<file path="src/sv/mrdc_pkg.sv">
`timescale 1ns / 1ps
// Shared types, constants and the character-to-digit decoder for the
// minimum-radix detector and converter. No dependencies.

package mrdc_pkg;

    // Digit buffer depth and derived widths
    localparam int MAX_DIGITS = 64;
    localparam int ADDR_W     = $clog2(MAX_DIGITS);
    localparam int LEN_W      = $clog2(MAX_DIGITS + 2);

    // Fixed field widths
    localparam int CHAR_W  = 8;
    localparam int DIGIT_W = 6;
    localparam int BASE_W  = 6;
    localparam int VALUE_W = 31;

    localparam logic [VALUE_W-1:0] VALUE_LIMIT = {VALUE_W{1'b1}};
    localparam logic [BASE_W-1:0]  BASE_MAX    = BASE_W'(36);

    // Character codes
    localparam logic [CHAR_W-1:0] CHAR_ZERO    = 8'h30;
    localparam logic [CHAR_W-1:0] CHAR_NINE    = 8'h39;
    localparam logic [CHAR_W-1:0] CHAR_UPPER_A = 8'h41;
    localparam logic [CHAR_W-1:0] CHAR_UPPER_Z = 8'h5A;
    localparam logic [CHAR_W-1:0] CHAR_LOWER_A = 8'h61;
    localparam logic [CHAR_W-1:0] CHAR_LOWER_Z = 8'h7A;
    localparam logic [CHAR_W-1:0] LETTER_BASE  = 8'd10;

    // Result status codes
    typedef enum logic [1:0] {
        STATUS_OK       = 2'd0,
        STATUS_BAD      = 2'd1,
        STATUS_OVERFLOW = 2'd2,
        STATUS_TOO_LONG = 2'd3
    } status_t;

    // Input transaction
    typedef struct packed {
        logic [CHAR_W-1:0] character;
        logic              end_of_token;
    } in_item_t;

    // Result transaction
    typedef struct packed {
        logic [BASE_W-1:0]  base;
        logic [VALUE_W-1:0] value;
        logic [1:0]         status;
    } out_item_t;

    // Decoded character
    typedef struct packed {
        logic               bad;
        logic [DIGIT_W-1:0] value;
    } digit_t;

    // Map an ASCII byte to a digit; a non-alphanumeric byte is flagged bad
    // and reads as digit zero.
    function automatic digit_t map_digit(input logic [CHAR_W-1:0] c);
        digit_t d;
        d.bad   = 1'b0;
        d.value = '0;
        if (c >= CHAR_ZERO && c <= CHAR_NINE) begin
            d.value = DIGIT_W'(c - CHAR_ZERO);
        end else if (c >= CHAR_UPPER_A && c <= CHAR_UPPER_Z) begin
            d.value = DIGIT_W'(c - CHAR_UPPER_A + LETTER_BASE);
        end else if (c >= CHAR_LOWER_A && c <= CHAR_LOWER_Z) begin
            d.value = DIGIT_W'(c - CHAR_LOWER_A + LETTER_BASE);
        end else begin
            d.bad = 1'b1;
        end
        return d;
    endfunction

endpackage

</file>
<file path="src/sv/min_radix_detect_and_convert.sv">
`timescale 1ns / 1ps
// Minimum-radix detector and converter: digit buffer memory, token tracking
// and the Horner evaluation loop. Depends on mrdc_pkg.
//
// Usage: the char channel (char_valid, char_stall, char_data) carries one
// character per transaction, with end_of_token set on the token's last one.
// The res channel (res_valid, res_stall, res_data) carries one result per
// token: base, value and status.
// Characters are taken one per cycle, except while char_stall is high, and
// written into a 64-entry digit memory while the largest digit is tracked.
// After the last character of a valid token the block reads the memory back
// one digit per cycle through a registered read port and applies one Horner
// step (multiply by base, add digit) per cycle on the registered digit. A
// token with a bad character or too many characters skips evaluation.
// char_stall is high during evaluation and result hand-off only.
// The result register holds a finished transaction while res_stall is high;
// the next token's characters are still taken meanwhile, and only the next
// result waits for the register to free.
// Reset empties the token and the result register; the digit memory is not
// cleared, as every entry is written before it is read.

module min_radix_detect_and_convert
    import mrdc_pkg::*;
(
    input  logic      clk,
    input  logic      rst_n,
    input  logic      char_valid,
    output logic      char_stall,
    input  in_item_t  char_data,
    output logic      res_valid,
    input  logic      res_stall,
    output out_item_t res_data
);

    typedef enum logic [2:0] {
        ST_ACCEPT = 3'b001,
        ST_EVAL   = 3'b010,
        ST_RESULT = 3'b100
    } state_t;

    state_t             state_reg, state_next;
    logic [LEN_W-1:0]   len_reg, len_next;
    logic [DIGIT_W-1:0] largest_reg, largest_next;
    logic               bad_reg, bad_next;
    logic [LEN_W-1:0]   iss_reg, iss_next;
    logic               rvalid_reg, rvalid_next;
    logic [VALUE_W-1:0] acc_reg, acc_next;
    status_t            status_reg, status_next;
    logic               out_valid_reg, out_valid_next;
    out_item_t          out_data_reg, out_data_next;

    logic [DIGIT_W-1:0] digit_mem [MAX_DIGITS];
    logic [DIGIT_W-1:0] rdata_reg;
    logic               wr_en, rd_en;
    logic [ADDR_W-1:0]  wr_addr, rd_addr;
    logic [DIGIT_W-1:0] wr_data;

    digit_t                     dig;
    logic                       char_take;
    logic [BASE_W-1:0]          base;
    logic [VALUE_W+BASE_W-1:0]  prod;
    logic [VALUE_W+BASE_W:0]    sum;
    logic                       step_ovf;
    logic                       out_free;

    assign dig       = map_digit(char_data.character);
    assign char_stall = (state_reg != ST_ACCEPT);
    assign char_take = char_valid && !char_stall;
    assign base      = BASE_W'(largest_reg) + BASE_W'(1);
    assign out_free  = !out_valid_reg || !res_stall;

    // One Horner step on the registered read data
    assign prod     = (VALUE_W + BASE_W)'(acc_reg) * (VALUE_W + BASE_W)'(base);
    assign sum      = {1'b0, prod} + (VALUE_W + BASE_W + 1)'(rdata_reg);
    assign step_ovf = sum > (VALUE_W + BASE_W + 1)'(VALUE_LIMIT);

    // Digit memory ports
    assign wr_en   = char_take && (len_reg < LEN_W'(MAX_DIGITS));
    assign wr_addr = len_reg[ADDR_W-1:0];
    assign wr_data = dig.value;
    assign rd_en   = (state_reg == ST_EVAL) && (iss_reg < len_reg);
    assign rd_addr = iss_reg[ADDR_W-1:0];

    // Write digits as they arrive
    always_ff @(posedge clk) begin
        if (wr_en) begin
            digit_mem[wr_addr] <= wr_data;
        end
    end

    // Read digits back for evaluation
    always_ff @(posedge clk) begin
        if (rd_en) begin
            rdata_reg <= digit_mem[rd_addr];
        end
    end

    // Next-state logic
    always_comb begin
        state_next     = state_reg;
        len_next       = len_reg;
        largest_next   = largest_reg;
        bad_next       = bad_reg;
        iss_next       = iss_reg;
        rvalid_next    = 1'b0;
        acc_next       = acc_reg;
        status_next    = status_reg;
        out_valid_next = out_valid_reg && res_stall;
        out_data_next  = out_data_reg;

        unique case (state_reg)
            ST_ACCEPT: begin
                if (char_take) begin
                    // Track the token
                    if (dig.bad) begin
                        bad_next = 1'b1;
                    end else if (dig.value > largest_reg) begin
                        largest_next = dig.value;
                    end
                    if (len_reg < LEN_W'(MAX_DIGITS)) begin
                        len_next = len_reg + LEN_W'(1);
                    end else begin
                        len_next = LEN_W'(MAX_DIGITS + 1);
                    end
                    // Close the token on its last character
                    if (char_data.end_of_token) begin
                        iss_next = '0;
                        acc_next = '0;
                        if (len_next > LEN_W'(MAX_DIGITS)) begin
                            status_next = STATUS_TOO_LONG;
                            state_next  = ST_RESULT;
                        end else if (bad_next) begin
                            status_next = STATUS_BAD;
                            state_next  = ST_RESULT;
                        end else begin
                            status_next = STATUS_OK;
                            state_next  = ST_EVAL;
                        end
                    end
                end
            end

            ST_EVAL: begin
                // Issue the next read
                if (rd_en) begin
                    iss_next    = iss_reg + LEN_W'(1);
                    rvalid_next = 1'b1;
                end
                // Consume the digit read last cycle
                if (rvalid_reg) begin
                    acc_next = sum[VALUE_W-1:0];
                    if (step_ovf) begin
                        status_next = STATUS_OVERFLOW;
                    end
                    if (iss_reg == len_reg) begin
                        state_next = ST_RESULT;
                    end
                end
            end

            ST_RESULT: begin
                // Load the result register once it is free, then clear the token
                if (out_free) begin
                    out_valid_next       = 1'b1;
                    out_data_next.base   = base;
                    out_data_next.value  = (status_reg == STATUS_OK) ? acc_reg : '0;
                    out_data_next.status = status_reg;
                    len_next             = '0;
                    largest_next         = '0;
                    bad_next             = 1'b0;
                    state_next           = ST_ACCEPT;
                end
            end

            default: begin
                state_next = ST_ACCEPT;
            end
        endcase
    end

    // Control registers
    always_ff @(posedge clk or negedge rst_n) begin
        if (!rst_n) begin
            state_reg     <= ST_ACCEPT;
            len_reg       <= '0;
            largest_reg   <= '0;
            bad_reg       <= 1'b0;
            iss_reg       <= '0;
            rvalid_reg    <= 1'b0;
            out_valid_reg <= 1'b0;
        end else begin
            state_reg     <= state_next;
            len_reg       <= len_next;
            largest_reg   <= largest_next;
            bad_reg       <= bad_next;
            iss_reg       <= iss_next;
            rvalid_reg    <= rvalid_next;
            out_valid_reg <= out_valid_next;
        end
    end

    // Payload registers
    always_ff @(posedge clk) begin
        acc_reg      <= acc_next;
        status_reg   <= status_next;
        out_data_reg <= out_data_next;
    end

    assign res_valid = out_valid_reg;
    assign res_data  = out_data_reg;

`ifndef NO_ASSERTIONS
    // Reads never run past the buffered digits
    a_iss_bound: assert property (@(posedge clk) disable iff (!rst_n)
        state_reg == ST_EVAL |-> iss_reg <= len_reg)
        else $error("read index passed token length");

    // Evaluation only runs on a clean token that fits the buffer
    a_eval_token: assert property (@(posedge clk) disable iff (!rst_n)
        state_reg == ST_EVAL |-> (!bad_reg && len_reg != '0
                                  && len_reg <= LEN_W'(MAX_DIGITS)))
        else $error("evaluation of an invalid token");

    // A new result is only loaded from the result state
    a_load_src: assert property (@(posedge clk) disable iff (!rst_n)
        $rose(res_valid) |-> $past(state_reg == ST_RESULT))
        else $error("result loaded outside result state");

    // Value is zero unless the status is ok
    a_value_zero: assert property (@(posedge clk) disable iff (!rst_n)
        (res_valid && res_data.status != STATUS_OK) |-> res_data.value == '0)
        else $error("non-zero value with error status");

    // Base stays within one to thirty-six
    a_base_range: assert property (@(posedge clk) disable iff (!rst_n)
        res_valid |-> (res_data.base != '0 && res_data.base <= BASE_MAX))
        else $error("base out of range");
`endif

endmodule

</file>
<file path="config.mk">
export PLATFORM = sky130hd
export DESIGN_NAME = min_radix_detect_and_convert
export DESIGN_NICKNAME = d
export VERILOG_FILES = /design/src/sv/mrdc_pkg.sv /design/src/sv/min_radix_detect_and_convert.sv
export SDC_FILE = /design/constraint.sdc
export NUM_CORES = 1
export LEC_CHECK = 0
export CAP_MARGIN = 20
export CORE_ASPECT_RATIO = 0.9
export CORE_MARGIN = 1.5
export CORE_UTILIZATION = 45
export DETAILED_ROUTE_END_ITERATION = 8
export DONT_BUFFER_PORTS = 1
export HOLD_SLACK_MARGIN = 0.05
export PLACE_DENSITY = 0.66
export SYNTH_ARGS = -nofsm -noshare
export SYNTH_HDL_FRONTEND = slang
export SYNTH_SLANG_ARGS = --single-unit
</file>
<file path="constraint.sdc">
create_clock -name clk -period 6.2 [get_ports clk]
set_input_delay 1.86 -clock clk [delete_from_list [all_inputs] [get_ports clk]]
set_output_delay 1.86 -clock clk [all_outputs]
set_load 0.01 [all_outputs]
</file>
==> impl_metrics.tcl, run 1 <==
set metrics [dict create \
    critPathMaxFanout 14 \
    slew_headroom_pct 32.72 \
    status "complete, no violations" \
    synth-edff-count 462 \
    worstSkewPairLatency_ps 610 \
    dpl.cell_count 2529 \
    wl_microns 58140 \
    yosysWarnings 0 \
    fmax_mhz 165.8 \
    period_share_pct 97.29 \
    critPathCaptureType "flip-flop" \
    synthFlopType "edfxtp_1" \
    ioPinCount 54 \
    wl_per_cell_microns 22.10 \
    gp_congestion 0.9074 \
    area_delta_synth_final_pct 11.18 \
    synth_top_area_share_pct 52.89 \
    fin_crit_ps 6032 \
    p_total_w 0.01237 \
    antenna_found_initial 0 \
    num-nets-final 2067 \
    ant_nets 0 \
    start_kind "flip-flop" \
    coreArea_sq_um 57330 \
    avgSynthCellArea_sq_um 14.62 \
    setup_ws_ps 167.9 \
    grt_pass1_vias 15530 \
    hold_viol 0 \
    synth_largest_area_cell "edfxtp_1" \
    cts_inserted_buffers 52 \
    syn_area_sq_um 26230 \
    final_cells 2631 \
    ys_seq_elements 488 \
    ys_seq_area_share_pct 55.37 \
    cts_tree "yes" \
    grt_start_max_net_pins 76 \
    initial_core_util_pct 45.76 \
    via_per_inst 5.663 \
    die_w_microns 257.5 \
    drc 0 \
    slew_viol_final 0 \
    via_count 14900 \
    cts_root_buffer "clkbuf_16" \
    diodes 0 \
    drive_above_1_share_pct 15.70 \
    pwr_density_cell_nw_per_um2 424.3 \
    peakVddDrop_mv 0.2408 \
    largest_reg_flops 384 \
    syn-num-nets 2034 \
    power_leakage_nw 10.64 \
    fin_area_sq_um 29170 \
    path_clk_slew_ps 60 \
    critical_path_class "reg -> reg" \
    hp-class "reg -> reg" \
    grt.overflow.total 0 \
    synthArstFlopShare_pct 5.328 \
    setup_viol 0 \
    synth_cell_types 77 \
    synth_area_leaders "edfxtp_1 53%, mux4_2 11%, fa_1 9.2%" \
    tightest_slew_ps 1009 \
    grt_pass1_wl_microns 91310 \
    dpl_worst_slack_ps -142.3 \
    clockBufferDepth 3 \
    clock_sinks 488 \
    die_h_microns 232.1 \
    cp.arrival_ps 6390 \
    placedInstanceArea_sq_um 27350 \
    dieArea_sq_um 59760 \
    syn_inst 1794 \
    crit_required_ps 6560 \
    grt_usage_pct 19.80 \
    num_rows 83 \
    htreeDepth 2 \
    cap_viol_max_count 0 \
    port-buffer-count 0 \
    post-dp-hpwl_microns 39730 \
    drtIter0Drc 1289 \
    fin_worst_skew_ps 35.31 \
    whs_ps 498.0 \
    drt_pre_antenna_iters 6 \
]
[final timing paths]
path	start	end	slack [ps]	cells past startpoint
max	largest_reg[0]	status_reg[0]	170	17
max in group asynchronous	rst_n	state_reg[0]	5050	0
max reg2reg	largest_reg[0]	status_reg[0]	170	17
min reg2reg	bad_reg	bad_reg	500	2
min	bad_reg	bad_reg	500	2
min in group asynchronous	rst_n	len_reg[5]	940	0
[report_power, final]
group	switching (W)	leakage [nW]	internal, W
Clock	0.00128	0.763	0.00163
Combinational	0.00332	5.27	0.00230
Sequential	0.0000991	4.61	0.00373
[through the flow]
step                util (%)  setup TNS [ps]
finish                 50.88               0
global route           50.88          -90.30
CTS                    50.53               0
detailed placement     47.71          -284.6
global placement       47.71          -54.52
floorplan                  -               0
[final cells by class]
type / instances / area (sq um)
multi-input cells: 1106 / 11150
well taps: 765 / 957.2
clock buffers: 66 / 1354
clock inverters: 27 / 232.7
repair buffers: 51 / 451.7
inverters: 128 / 484.2
flip-flops and latches: 488 / 14530
fillers: 4715 / 28160
[placed cells by master, fill, tap and decap left out, types with 4 or more instances in the layout]
cell and n:
a211o_1 4, nand4_1 9, a21o_1 13, and2_1 157, clkinv_1 13, mux2i_1 4, nand2_1 121, a21oi_1 42
o21ai_1 4, clkbuf_16 52, ha_1 105, xor2_1 14, nor2b_1 27, o31ai_1 4, nor3_1 15, mux4_2 126
nand2b_1 6, nand3b_1 7, nor2_1 129, xnor2_1 18, o21a_1 16, clkinv_2 7, clkinvlp_4 4, a22o_1 4
edfxtp_1 462, inv_1 126, o21ai_0 24, o21bai_1 7, o211ai_1 7, and3_1 6, clkbuf_1 14, a211oi_1 8
nand3_1 24, dfrtp_1 22, buf_4 45, fa_1 120, a31oi_1 5
[what timing repair did]
item / in CTS / in global routing
endpoints found under the setup margin: 2 / 2
hold buffers: 0 / 0
setup buffers: 0 / 6
gates resized for setup: 3 / 17
pin swaps: 0 / 7
cloned: 0 / 2
[cell families after synthesis]
family,count (synthesis),synth area share (%)
AOI/OAI and AO/OA,184,5.104
xor gates and xnor gates,36,1.202
adders and majority gates,227,14.26
buffers and inverters,202,2.971
DFF,488,55.37
muxes,130,10.97
and+or+nand+nor,527,10.12
[worst max-delay path: stages, from the launching register on]
cell	delay, ps
dfrtp_1	430
ha_1	620
buf_4	310
and2_1	170
fa_1	440
fa_1	470
fa_1	510
ha_1	310
ha_1	410
and4_2	310
nand2_1	120
or3_1	410
o221ai_4	200
buf_4	190
and4_1	190
nor4_1	60
a311o_1	340
o31a_1	310
[routing by layer]
layer  track usage [%]  share of wire (%)
met1             27.99                 43
met5                 0                  0
met4             4.898                2.2
met3             3.002                6.4
met2             32.34                 48
[synthesized netlist by cell type, types with 3 or more instances]
cell type and count:
xor2_1 15, o21ai_2 3, o21a_1 16, o31ai_1 4, nand3b_1 7, nand2b_1 6
o21ai_0 26, a31oi_1 5, nand3_1 26, o2bb2ai_1 3, and3_1 6, a22o_1 4
edfxtp_1 462, nor2_1 132, clkbuf_1 55, o21ai_1 4, fa_1 120, nand4_1 9
or2_2 3, a211o_1 4, ha_1 107, mux4_2 126, and4_1 4, nor2b_1 27
a21o_1 13, nand2_1 121, a21oi_1 45, o211ai_1 7, buf_1 7, mux2i_1 4
and2_1 157, buf_2 10, o21bai_1 7, nor3_1 16, a211oi_1 9, inv_1 127
dfrtp_1 25, xnor2_1 21
Power figures use the tool's default switching activity.
==> run 2, diff against run 1 <==
- CTS_BUF_LIST: unset -> sky130_fd_sc_hd__clkbuf_4 sky130_fd_sc_hd__clkbuf_8
- PLACE_DENSITY: 0.66 -> 0.68
- clock period: 6.2 -> 5.47 ns (I/O delays scaled with it)
==> impl_metrics.tcl, run 2 (synthesis gave the netlist of run 1 again) <==
set metrics [dict create \
    fmax_mhz 175.9 \
    fin_setup_tns_ps -427.0 \
    cts_root_buffer "clkbuf_8" \
    period_share_pct 103.9 \
    start_kind "flip-flop" \
    cp.arrival_ps 6090 \
    critPathCaptureType "flip-flop" \
    cts_tree "yes" \
    setup_viol 2 \
    initial_core_util_pct 45.76 \
    tightest_slew_ps 868.1 \
    cts_inserted_buffers 79 \
    grt.overflow.total 0 \
    critPathTopFamily "adder cells" \
    whs_ps 499.5 \
    layout_common_cells "462 x edfxtp_1, 153 x buf_4, 148 x and2_1" \
    port-buffer-count 0 \
    drtIter0Drc 1386 \
    grt_pass1_wl_microns 94210 \
    die_w_microns 257.5 \
    cts_hold_buffers 0 \
    worstSkewPairLatency_ps 660 \
    final_common_cell "edfxtp_1" \
    power_leakage_nw 11.31 \
    diodes 0 \
    drc 0 \
    crit_chain "buf_4 -> nand3_1 -> xnor2_2 -> buf_6 -> nand2_1 -> fa_1 -> fa_1 -> inv_1 -> fa_1 -> inv_2 -> fa_1 -> inv_2 -> ha_4 -> o21a_1 -> o31a_4 -> o311ai_4 -> a21oi_4 -> o31ai_4 -> mux2i_1 -> or4_1 -> o31a_1" \
    slowest_delay_ps 520 \
    grt_start_max_net_pins 66 \
    fin_worst_skew_ps 31.56 \
    wl_microns 59400 \
    path_clk_slew_ps 60 \
    worst-path-buf-inv 5 \
    fin_crit_ps 5683 \
    timing.critical_path.mode_cell "fa_1" \
    slew_headroom_pct 42.12 \
    wl_per_cell_microns 21.28 \
    rsz0062_at_grt "true" \
    ioPinCount 54 \
    peakVddDrop_mv 0.4003 \
    via_per_inst 5.545 \
    cpMaxStageDelayCell "or4_1" \
    pwr_density_cell_nw_per_um2 536.7 \
    grt_usage_pct 20.53 \
    ant_nets 0 \
    drive_above_1_share_pct 27.33 \
    clock_sinks 488 \
    num_rows 83 \
    p_total_w 0.01650 \
    failed_checks "negative setup slack" \
    cap_viol_max_count 0 \
    setup_ws_ps -213.5 \
    slew_viol_final 0 \
    grt_pass1_vias 16460 \
    largest_reg_flops 384 \
    critPathMaxFanout 10 \
    dieArea_sq_um 59760 \
    hold_viol 0 \
    critical_path_class "reg -> reg" \
    die_h_microns 232.1 \
    coreArea_sq_um 57330 \
    hp-class "reg -> reg" \
    drt_pre_antenna_iters 5 \
    antenna_found_initial 0 \
    htreeDepth 3 \
    area_delta_synth_final_pct 17.17 \
    via_count 15480 \
    num-nets-final 2213 \
    post-dp-hpwl_microns 39860 \
    crit_required_ps 5880 \
    clockBufferDepth 3 \
    status "finished with violations" \
    gp_congestion 0.8829 \
]
-- run 2: area by class of cell --
type,count,area [sq um]
Clock buffer,109,1350
Multi-Input combinational cell,1104,11720
Tap cell,765,957.2
Timing Repair Buffer,172,1481
Clock inverter,26,211.5
Inverter,128,480.5
Sequential cell,488,14540
Fill cell,4649,26590
-- run 2: final timing paths --
kind                                     start       endpoint  slack (ps)  cells past startpoint
worst min register to register         bad_reg        bad_reg         500                      2
worst max-delay path            largest_reg[1]  status_reg[1]        -210                     21
max in group asynchronous                rst_n   state_reg[0]        4610                      0
worst min-delay path                   bad_reg        bad_reg         500                      2
worst max register to register  largest_reg[1]  status_reg[1]        -210                     21
min in group asynchronous                rst_n     iss_reg[4]         670                      0
-- run 2: per-layer routing --
layer | global-route usage [%] | up-vias | part of all wire (%)
li1 | - | 6963 | -
met1 | 28.30 | 7968 | 43
met2 | 33.29 | 458 | 49
met3 | 4.006 | 92 | 6.1
met4 | 5.885 | 0 | 2.0
met5 | 0 | - | 0
-- run 2: tightest hold or removal path, cell delays in order (launching register included) --
cell	delay (ps)
dfrtp_1	340
a21oi_1	40
nor2_1	80
-- run 2: timing repair --
item,in CTS,in global routing
gates cloned,3,0
endpoints found under the setup margin,5,6
pin swaps,42,37
gates resized for setup,57,42
setup buffers,8,5
-- run 2: where the power goes --
| part | switching (W) | total (W) | internal (W) |
|---|---|---|---|
| Clock | 0.00145 | 0.00315 | 0.00170 |
| Sequential | 0.000106 | 0.00434 | 0.00423 |
| Combinational | 0.00457 | 0.00901 | 0.00444 |
-- run 2: stage by stage --
stage                     cells  setup WS [ps]  cell area, sq um  utilization [%]
final                      2792         -213.5             30740            53.62
after global routing       2792         -396.3             30740            53.62
after CTS                  2786         -186.6             30450            53.13
after detailed placement   2640         -374.3             28370            49.50
after global placement     2640         -255.7             28370            49.50
after floorplan            1794         -33.33             26430                -
